<file path="config.mk">
export PLATFORM = sky130hd
export DESIGN_NAME = awvn_ram
export DESIGN_NICKNAME = d
export VERILOG_FILES = /design/src/hdl/awvn_ram.sv
export SDC_FILE = /design/constraint.sdc
export NUM_CORES = 1
export LEC_CHECK = 0
export BUFFER_PORTS_ARGS = -buffer_cell sky130_fd_sc_hd__buf_4
export CORE_ASPECT_RATIO = 0.5
export CORE_MARGIN = 1.5
export CORE_UTILIZATION = 65
export DETAILED_ROUTE_END_ITERATION = 10
export HOLD_SLACK_MARGIN = 0.08
export PLACE_DENSITY = 0.87
export SYNTH_ARGS = -nofsm -noshare
export SYNTH_HDL_FRONTEND = slang
export SYNTH_SLANG_ARGS = --single-unit
</file>
<file path="constraint.sdc">
create_clock -name clk -period 4.05 [get_ports clk]
set_clock_uncertainty 0.05 [all_clocks]
set_input_delay 0.2025 -clock clk [delete_from_list [all_inputs] [get_ports clk]]
set_output_delay 0.2025 -clock clk [all_outputs]
set_load 0.01 [all_outputs]
</file>
<file path="src/hdl/awvn_ram.sv">
// Generic single-clock RAM with one write port and one registered read port.
// Depends on nothing.
module awvn_ram #(
    parameter int DATA_W = 8,
    parameter int ADDR_W = 4,
    parameter int DEPTH  = 16
) (
    input  logic              clk,
    input  logic              we,
    input  logic [ADDR_W-1:0] waddr,
    input  logic [DATA_W-1:0] wdata,
    input  logic [ADDR_W-1:0] raddr,
    output logic [DATA_W-1:0] rdata
);

    logic [DATA_W-1:0] mem [DEPTH];

    always_ff @(posedge clk)
    begin
        if (we)
        begin
            mem[waddr] <= wdata;
        end
        rdata <= mem[raddr];
    end

endmodule

</file>
=== Yosys cells after proc, flatten, opt, wreduce, memory -nomap -nowiden ===
Memories as Yosys holds them, arrays and structs flattened. A register that Yosys moved wholly into a read port is not among the register bits.
Index checks and enable logic that the tools add are counted.

* RAM bits: 128
* Logic and storage cells: 3
* Memories kept: 1
* Output and inout bits: 8
* Register bits: 0
* Input port bits: 18

{| class="wikitable"
|+ Memory list
! memory !! words !! width !! rd ports !! clocked after Yosys merged registers in !! write ports !! RTL line !! RTL
|-
| mem || 16 || 8 || 1 || 1 || 1 || 16 || <nowiki>logic [DATA_W-1:0] mem [DEPTH];</nowiki>
|}

* Multiplexer cells: 2

{| class="wikitable"
|+ Operator list
! operator !! count
|-
| two-way mux 1 bit || 2
|}

=== Longest topological paths before layout ===
Gate-level depths: netlist of the first run.

* Depth in word-level cells: 2
* Gate-level depth with buffers: 5

=== Worst setup path after synthesis of the first run ===
Ideal clock, no wire load.

* Kind: input -> register
* From: input waddr[2]
* To: memory mem[0][0], enable pin
* Arrival: 1.312 ns
* Buffers on the path: 0
* Slack: 2.305 ns
* Cell stages on the path: 2
* Cell sequence: or3b_2 > nor3_1

{| class="wikitable"
|+ RTL lines
! element !! RTL line !! RTL
|-
| start: declaration || 10 || <nowiki>input logic [ADDR_W-1:0] waddr,</nowiki>
|-
| end: declaration || 16 ||
|}

No word-level cell before the write port.

=== Final worst setup path of the first run ===
* From: input waddr[2]
* To: memory mem[0][2], enable pin

No word-level cell before the write port.

==> metrics list, run 1 <==
- DRC viols: 0
* #FFs+latches synth: approximately 140
- By area the synthesized netlist is led by sky130_fd_sc_hd__edfxtp_1, sky130_fd_sc_hd__mux4_2, sky130_fd_sc_hd__mux4_1, sky130_fd_sc_hd__dfxtp_1, sky130_fd_sc_hd__a22oi_1.
- Total gr overflow: 0
* Net load switching power: about 630 uW
- PnR Total Power: about 3.1 mW
- Final critical delay including setup and external delays: approximately 1.8 ns
* Final wirelength: between 10000 and 15000 um
- Clock-pin slew reported for the worst setup and hold paths after clock tree synthesis: roughly 0.06 ns
* Share of total power in combinational logic: around 5.1%
* Final count of negative-setup-slack endpoints: 0
- Yosys instantiated no cell more often than sky130_fd_sc_hd__edfxtp_1.
- Row Count: 22
- Setup total negative slack on the finished layout was measured at 0 ns.
- Across the run, the number of max-cap violations was 0.
- A synthesized cell averages approximately 22 um^2.
- The final count of hold timing violations came to 0.
- Die width: ~130 um
- Max H-tree Level: 4
- Top cell types by occurrence after synthesis: sky130_fd_sc_hd__edfxtp_1, sky130_fd_sc_hd__mux4_2, sky130_fd_sc_hd__a22oi_1, sky130_fd_sc_hd__mux4_1, sky130_fd_sc_hd__nor2_1
- Vertical die dimension: approximately 66 um
* I/O pin count: 26
- The number of nets handed over by synthesis was between 200 and 250.
* Remaining antenna violation count: 0
- Share of the yosys chip area belonging to registers: between 70% and 80%
* FF-to-FF path depth: 3
- Clk Latency, worst-skew pair: ~0.4 ns
- Port Buffers: 25
* Setup slack of the most critical reg-to-reg path: around 2.5 ns
* Power density of the placed cells: around 520 nW/um^2
- Number of distinct library cells after synthesis: 19
* Share of power burned in the clock network: between 40% and 50%
- First-pass GRT wire length: roughly 16000 um
- Vias: approximately 2600
- Critical path arrival: roughly 1.8 ns
* Vias in the first global route: between 2000 and 3000
- The flow ran to the end, and the final reports show no timing, DRC or antenna violations.
- Leakage: 2.02 nW
* Netlist Area Pre-Place: approximately 5100 um^2
* IR Drop Worst-Case VDD: 0.342 mV
- The most used flip-flop cell after synthesis is sky130_fd_sc_hd__edfxtp_1.
- Static timing analysis puts the maximum clock frequency at approximately 550 MHz.
- CTS placed an instance of sky130_fd_sc_hd__clkbuf_16 at the clock tree root.
- Drt wl/cell: around 28 um
- Asr flop ratio synth: 0%
* Final #Nets: between 200 and 300
* Final core utilization: about four fifths
* Critical Path Fanout Max: 8
* Vias per std cell: between 6 and 7
- In this run switching power makes up approximately a fifth of total power.
- Number of antenna violations at the first check in global routing: 0
* Final weighted congestion of routability-driven global placement: about 0.8
- For the pin with the worst max-slew slack, the measured transition is 1.19 ns.
- Critical path endpoint category: flip-flop
- Count of final max-slew check failures: 0
* Path category of the worst min-delay check: input port to flip-flop
- Hold depth: 1
* Kind of launch point of the worst setup path: input port
- The startpoint identified for the worst register-to-register timing path is mem[0][4].
- TritonCTS clock tree: yes
- Counting the fill cells in the layout gives around 360.
* Total of warnings raised by yosys: 0
* Sequential Power Share: 50.5%
- Worst slew margin relative to its limit: ~20%
- The die covers around 8500 um^2.
- 1st-iter DRT viols: approximately 370
- Unrepaired setup endpoints after global routing: false
* Count of clock tree sinks: roughly 140
- Entering global routing, the biggest net connects 33 pins.
- Of all cell types, the one taking the most synthesized area is sky130_fd_sc_hd__edfxtp_1.
- Core Area: ~7500 um^2
- Data on the critical path is required at its endpoint by around 4.0 ns.
- The synthesized design contains ~130 enable-type register cells.
- Number of buffers created by CTS: 17
* Buffer levels on the longest clock path: 2
- Synthesis handed over a netlist of 229 instances.
* Post-synthesis to final-layout area growth: 16.7%
- Class of the most critical setup path: input port to flip-flop
- Min-Delay Endpoint: mem[2][7]
* Startpoint of the most critical hold path: wdata[7]
* Number of antenna cells inserted: 0
* Share of layout cells above drive strength 1: between 20% and 30%
- Cell internal power dissipation: 2.51 mW
- The worst path uses between 40% and 50% of the clock period.
- Area share of the largest cell type after synthesis: around 75%
- Once the floorplan was initialized, standard cells occupied between 60% and 70% of the core.
* Iteration count of the initial detailed-routing pass: 5
- Placed wire-length estimate: roughly 6200 um
* GRT Resource Usage Total: between 20% and 30%
* Worst R2R End: rdata[4]
[sequential cells by signal (all words and copies together), names as in the netlist]
register	flops
mem	128
rdata	8
[cell usage in the layout (no fill, tap or decap)]
| master | netlist | layout |
|---|---|---|
| sky130_fd_sc_hd__edfxtp_1 | 128 | 128 |
| sky130_fd_sc_hd__and2_1 | 1 | 1 |
| sky130_fd_sc_hd__dlygate4sd3_1 | 0 | 7 |
| sky130_fd_sc_hd__and2b_1 | 1 | 1 |
| sky130_fd_sc_hd__a22oi_1 | 16 | 16 |
| sky130_fd_sc_hd__nor3_1 | 4 | 4 |
| sky130_fd_sc_hd__clkbuf_8 | 0 | 2 |
| sky130_fd_sc_hd__clkbuf_16 | 0 | 17 |
| sky130_fd_sc_hd__nand2b_1 | 2 | 2 |
| sky130_fd_sc_hd__clkinv_1 | 0 | 3 |
| sky130_fd_sc_hd__nand2_1 | 9 | 9 |
| sky130_fd_sc_hd__buf_4 | 1 | 28 |
| sky130_fd_sc_hd__dfxtp_1 | 8 | 8 |
| sky130_fd_sc_hd__or3b_2 | 1 | 1 |
| sky130_fd_sc_hd__mux4_2 | 18 | 18 |
| sky130_fd_sc_hd__nand3_1 | 1 | 1 |
| sky130_fd_sc_hd__nand3b_1 | 2 | 2 |
| sky130_fd_sc_hd__nor2_1 | 13 | 13 |
| sky130_fd_sc_hd__nor2b_1 | 1 | 1 |
| sky130_fd_sc_hd__clkinv_2 | 0 | 2 |
| sky130_fd_sc_hd__bufinv_16 | 0 | 1 |
| sky130_fd_sc_hd__mux4_1 | 14 | 14 |
| sky130_fd_sc_hd__clkbuf_1 | 0 | 7 |
[stage by stage]
stage	instance area (um^2)	setup WS [ns]	hold WS, ns	instances
finish	6010	2.23	0.0939	394
global route	6010	2.13	0.0849	394
CTS	6010	2.20	0.0846	394
detailed placement	5410	1.78	0.475	355
global placement	5410	1.97	0.452	355
floorplan	5150	2.30	0.251	229
[power groups by stage]
stage	clock network (mW)	registers [mW]	logic (mW)
CTS	1.40	1.59	0.160
floorplan	0	1.61	0.0799
detailed placement	0	1.61	0.152
global route	1.47	1.59	0.172
global placement	0	1.61	0.143
finish	1.40	1.59	0.161
[area by class of cell]
| class | instances | area (um^2) | area share [%] |
|---|---|---|---|
| tap | 108 | 135 | 2.25 |
| multi-input combinational | 83 | 1060 | 17.6 |
| clock buffer | 26 | 479 | 7.98 |
| clock inverter | 6 | 51.3 | 0.854 |
| sequential | 136 | 4000 | 66.7 |
| timing repair buffer | 35 | 280 | 4.67 |
[how the worst max path moves through the flow]
| stage | slack (ns) | endpoint | from |
|---|---|---|---|
| global placement | 1.97 | mem[0][1] | waddr[2] |
| detailed placement | 1.78 | mem[0][1] | waddr[2] |
| finish | 2.23 | mem[0][2] | waddr[2] |
| floorplan | 2.30 | mem[0][0] | waddr[2] |
| global route | 2.13 | mem[0][4] | waddr[2] |
| CTS | 2.20 | mem[0][2] | waddr[2] |
[per-layer routing]
layer  vias up  wire length, um  track usage (%)
met3        17             1090             8.33
li1       1063                -                -
met4         0              128             9.55
met2       190             5210             44.4
met1      1327             4480             42.4
met5         -                0                0
[critical path, stage by stage]
cell and delay (ns):
sky130_fd_sc_hd__buf_4 0.13, sky130_fd_sc_hd__or3b_2 0.52, sky130_fd_sc_hd__nor3_1 0.93
[repair_timing]
item	CTS	global route
gates resized for setup	0	0
hold buffers	7	0
endpoints found under the hold margin	105	0
buffers inserted	0	0
[cell families (layout without fill, tap and decap cells)]
kind of cell / after synthesis / after routing / synth area share, %
DFF: 136 / 136 / 77.8
and+or+nand+nor: 35 / 35 / 3.18
muxes: 32 / 32 / 15.0
AOI/OAI and AO/OA: 16 / 16 / 2.33
buffers and inverters: 10 / 67 / 1.68
Note: power is estimated with default switching activity, not from simulation.
==> run 2, diff against run 1 <==
--- a/config.mk
+++ b/config.mk
@@ -8,10 +8,10 @@
 export BUFFER_PORTS_ARGS = -buffer_cell sky130_fd_sc_hd__buf_4
 export CORE_ASPECT_RATIO = 0.5
 export CORE_MARGIN = 1.5
-export CORE_UTILIZATION = 65
+export CORE_UTILIZATION = 54
 export DETAILED_ROUTE_END_ITERATION = 10
 export HOLD_SLACK_MARGIN = 0.08
-export PLACE_DENSITY = 0.87
+export PLACE_DENSITY = 0.77
 export SYNTH_ARGS = -nofsm -noshare
 export SYNTH_HDL_FRONTEND = slang
 export SYNTH_SLANG_ARGS = --single-unit
==> constraint.sdc (replaced) <==
create_clock -name clk -period 1.5 [get_ports clk]
set_clock_uncertainty 0.05 [all_clocks]
set_input_delay 0.075 -clock clk [delete_from_list [all_inputs] [get_ports clk]]
set_output_delay 0.075 -clock clk [all_outputs]
set_load 0.01 [all_outputs]
==> metrics list, run 2 (synthesis results as in run 1) <==
* Port Buffers: 25 (unchanged)
- The vertical extent of the die came to 72.0 um (was 65.9 um).
- The number of nets in the layout was 315 (was 291).
* Placed wire-length estimate: 6680 um (was 6190 um)
- Fillcell total: 494 (was 358)
- Count of clock tree sinks: 136 (unchanged)
* Clk Latency, worst-skew pair: 0.42 ns (was 0.41 ns)
- The detailed-route wire length came to 10900 um (about the same).
* Number of antenna cells inserted: 0 (unchanged)
* Max Fclk: slightly below 700 MHz
- The residual DRC count came to 0 (unchanged).
* Total non-filler cell area in the finished layout: 6290 um^2 (was 6010 um^2)
- The number of top-level pins is 26 (unchanged).
- Remaining antenna violation count: 0 (unchanged)
- Largest reg by FF count: mem (unchanged)
* Core Area: 8980 um^2 (was 7490 um^2)
* Share of power burned in the clock network: 44.7% (was 44.4%)
- The endpoint class of the critical path was a flip-flop (unchanged).
- Required time worst endpoint: 1.75 ns (was 4.02 ns)
- The area overhead of the layout relative to synthesis came to 22.3% (was 16.7%).
* Max H-tree Level: 4 (unchanged)
- Count of final max-slew check failures: 0 (unchanged)
- The transition at the pin with the smallest max-transition slack came to 0.850 ns (was 1.19 ns).
- 1st-iter DRT viols: 366 (unchanged)
- Net switching fraction of the power: 20.1% (was 20.0%)
- The largest vdd supply drop came to 1.00 mV (was 0.342 mV).
- The number of global-route vias before repair came to 2687 (was 2594).
* Area after detailed placement: 5650 um^2 (was 5410 um^2)
* Net load switching power: 1.74 mW (was 630 uW)
- The worst relative slew slack was 43.1% (was 20.0%).
- Share of total power in combinational logic: 5.7% (was 5.1%)
* Drt wl/cell: 25.5 um (was 27.7 um)
- Subtracting the final worst setup slack from the clock period gives around 1.5 ns.
- Critical Path Fanout Max: 1 (was 8)
- Of the available clock period, the critical path in the final layout requires a little over nine tenths.
- The number of rows in the core area came to 24 (was 22).
* Hold Violations, Final: 0 (unchanged)
* Total gr overflow: 0 (unchanged)
- Final count of negative-setup-slack endpoints: 0 (unchanged)
- The most frequent standard cell in the layout excluding fill and tap cells is sky130_fd_sc_hd__edfxtp_1 (unchanged).
* Critical path arrival: 1.72 ns (was 1.79 ns)
- The max-cap check violation count is 0 (unchanged).
- The number of antenna violations at the first check in global routing is 2 (was 0).
- TritonCTS clock tree: yes (unchanged)
* Clock-pin slew reported for the worst setup and hold paths after clock tree synthesis: 0.06 ns (about the same)
- The largest net degree at the start of global routing was 17 (was 33).
* Die outline area: 10200 um^2 (was 8490 um^2)
* Sequential Power Share: 49.7% (was 50.5%)
* First-pass GRT wire length: 16400 um (was 16300 um)
- The critical path launch point type is a flip-flop (was input port).
- The effective utilization at floorplan was 57.3% (was 68.8%).
- Largest register FFs: 128 (unchanged)
- The via count was 2659 (was 2597).
* Vias per std cell: 6.23 (was 6.59)
- Highest-count cells in the layout ignoring fill and taps: sky130_fd_sc_hd__edfxtp_1, sky130_fd_sc_hd__buf_4, sky130_fd_sc_hd__mux4_2 (unchanged).
- Run status: completed (unchanged).
- Path category of the worst min-delay check: input port to flip-flop (unchanged)
- Cell internal power dissipation: 6.89 mW (was 2.51 mW)
- The buffer cell driving the clock tree root was sky130_fd_sc_hd__clkbuf_16 (unchanged).
* Number of buffers created by CTS: 17 (unchanged)
- The power per unit of standard cell area came to 1370 nW/um^2 (was 523 nW/um^2).
* Final worst hold slack: 0.133 ns (was 0.0939 ns)
- Iteration count of the initial detailed-routing pass: 5 (unchanged)
- Sum Neg Setup Slack: 0 ns (unchanged)
* Class of the most critical setup path: flip-flop to flip-flop (was input port to flip-flop)
- Final weighted congestion of routability-driven global placement: 0.833 (was 0.796)
- The maximum clock path buffer count came to 2 (unchanged).
* Share of layout cells above drive strength 1: 32.9% (was 24.1%)
- Leakage: 2.17 nW (was 2.02 nW)
- The x dimension of the die was 141 um (was 129 um).
- Final core utilization: 70.1% (was 80.2%)
- Biggest regs: mem (128), rdata (8) (unchanged)
- The total track usage is 23.9% (was 29.3%).
[run 2: cell types whose count changed in the layout (fill, tap and decap cells not counted), sizes merged]
cell / previous run / this run
clkbuf: 26 / 28
dlygate4sd3: 7 / 8
clkinv: 5 / 3
buf: 28 / 51
[run 2: critical path, cell delays in order (launching register included)]
cell,delay (ns)
sky130_fd_sc_hd__edfxtp_1,0.39
sky130_fd_sc_hd__mux4_1,0.52
sky130_fd_sc_hd__a22oi_1,0.29
sky130_fd_sc_hd__nand2_1,0.10
[run 2: path summary, 6_finish.rpt]
kind / slack, ns / from / end / cells after the start
max: 0.03 / mem[2][1] / rdata[1] / 3
min: 0.13 / waddr[0] / mem[0][1] / 3
max reg2reg: 0.03 / mem[2][1] / rdata[1] / 3
min reg2reg: 0.62 / mem[14][0] / rdata[0] / 3
[run 2: area by class of cell]
class | count | area, um^2 | area share [%]
repair buffers | 59 | 513 | 8.15
clock inverters | 4 | 45.0 | 0.716
clock buffers | 28 | 497 | 7.89
flip-flops and latches | 136 | 4000 | 63.6
multi-input cells | 83 | 1090 | 17.3
well taps | 117 | 146 | 2.33
[run 2: metal layers]
metal  track usage (%)  wire (um)
met1              33.8       4430
met2              35.5       5130
met3              8.38       1180
met4              7.99        151
met5                 0         13
[run 2: timing repair]
| action | in CTS | in global routing |
|---|---|---|
| hold buffers | 8 | 0 |
| gates resized for setup | 0 | 7 |
| buffers inserted | 0 | 0 |
| hold endpoints to repair | 128 | 0 |
| endpoints found under the setup margin | 0 | 5 |
[run 2: power groups by stage]
stage / combinational [mW] / sequential [mW] / clock [mW]
floorplan: 0.216 / 4.36 / 0
global placement: 0.437 / 4.35 / 0
detailed placement: 0.453 / 4.36 / 0
CTS: 0.475 / 4.28 / 3.88
global route: 0.523 / 4.29 / 4.04
finish: 0.488 / 4.28 / 3.85
[run 2: metrics by stage]
stage	std cells	total power, mW	worst slack (ns)
after global placement	387	4.79	-0.101
after detailed placement	387	4.81	-0.0975
final	427	8.62	0.0297
after CTS	427	8.63	0.00437
after floorplan	229	4.57	0.109
after global routing	427	8.85	-0.0144
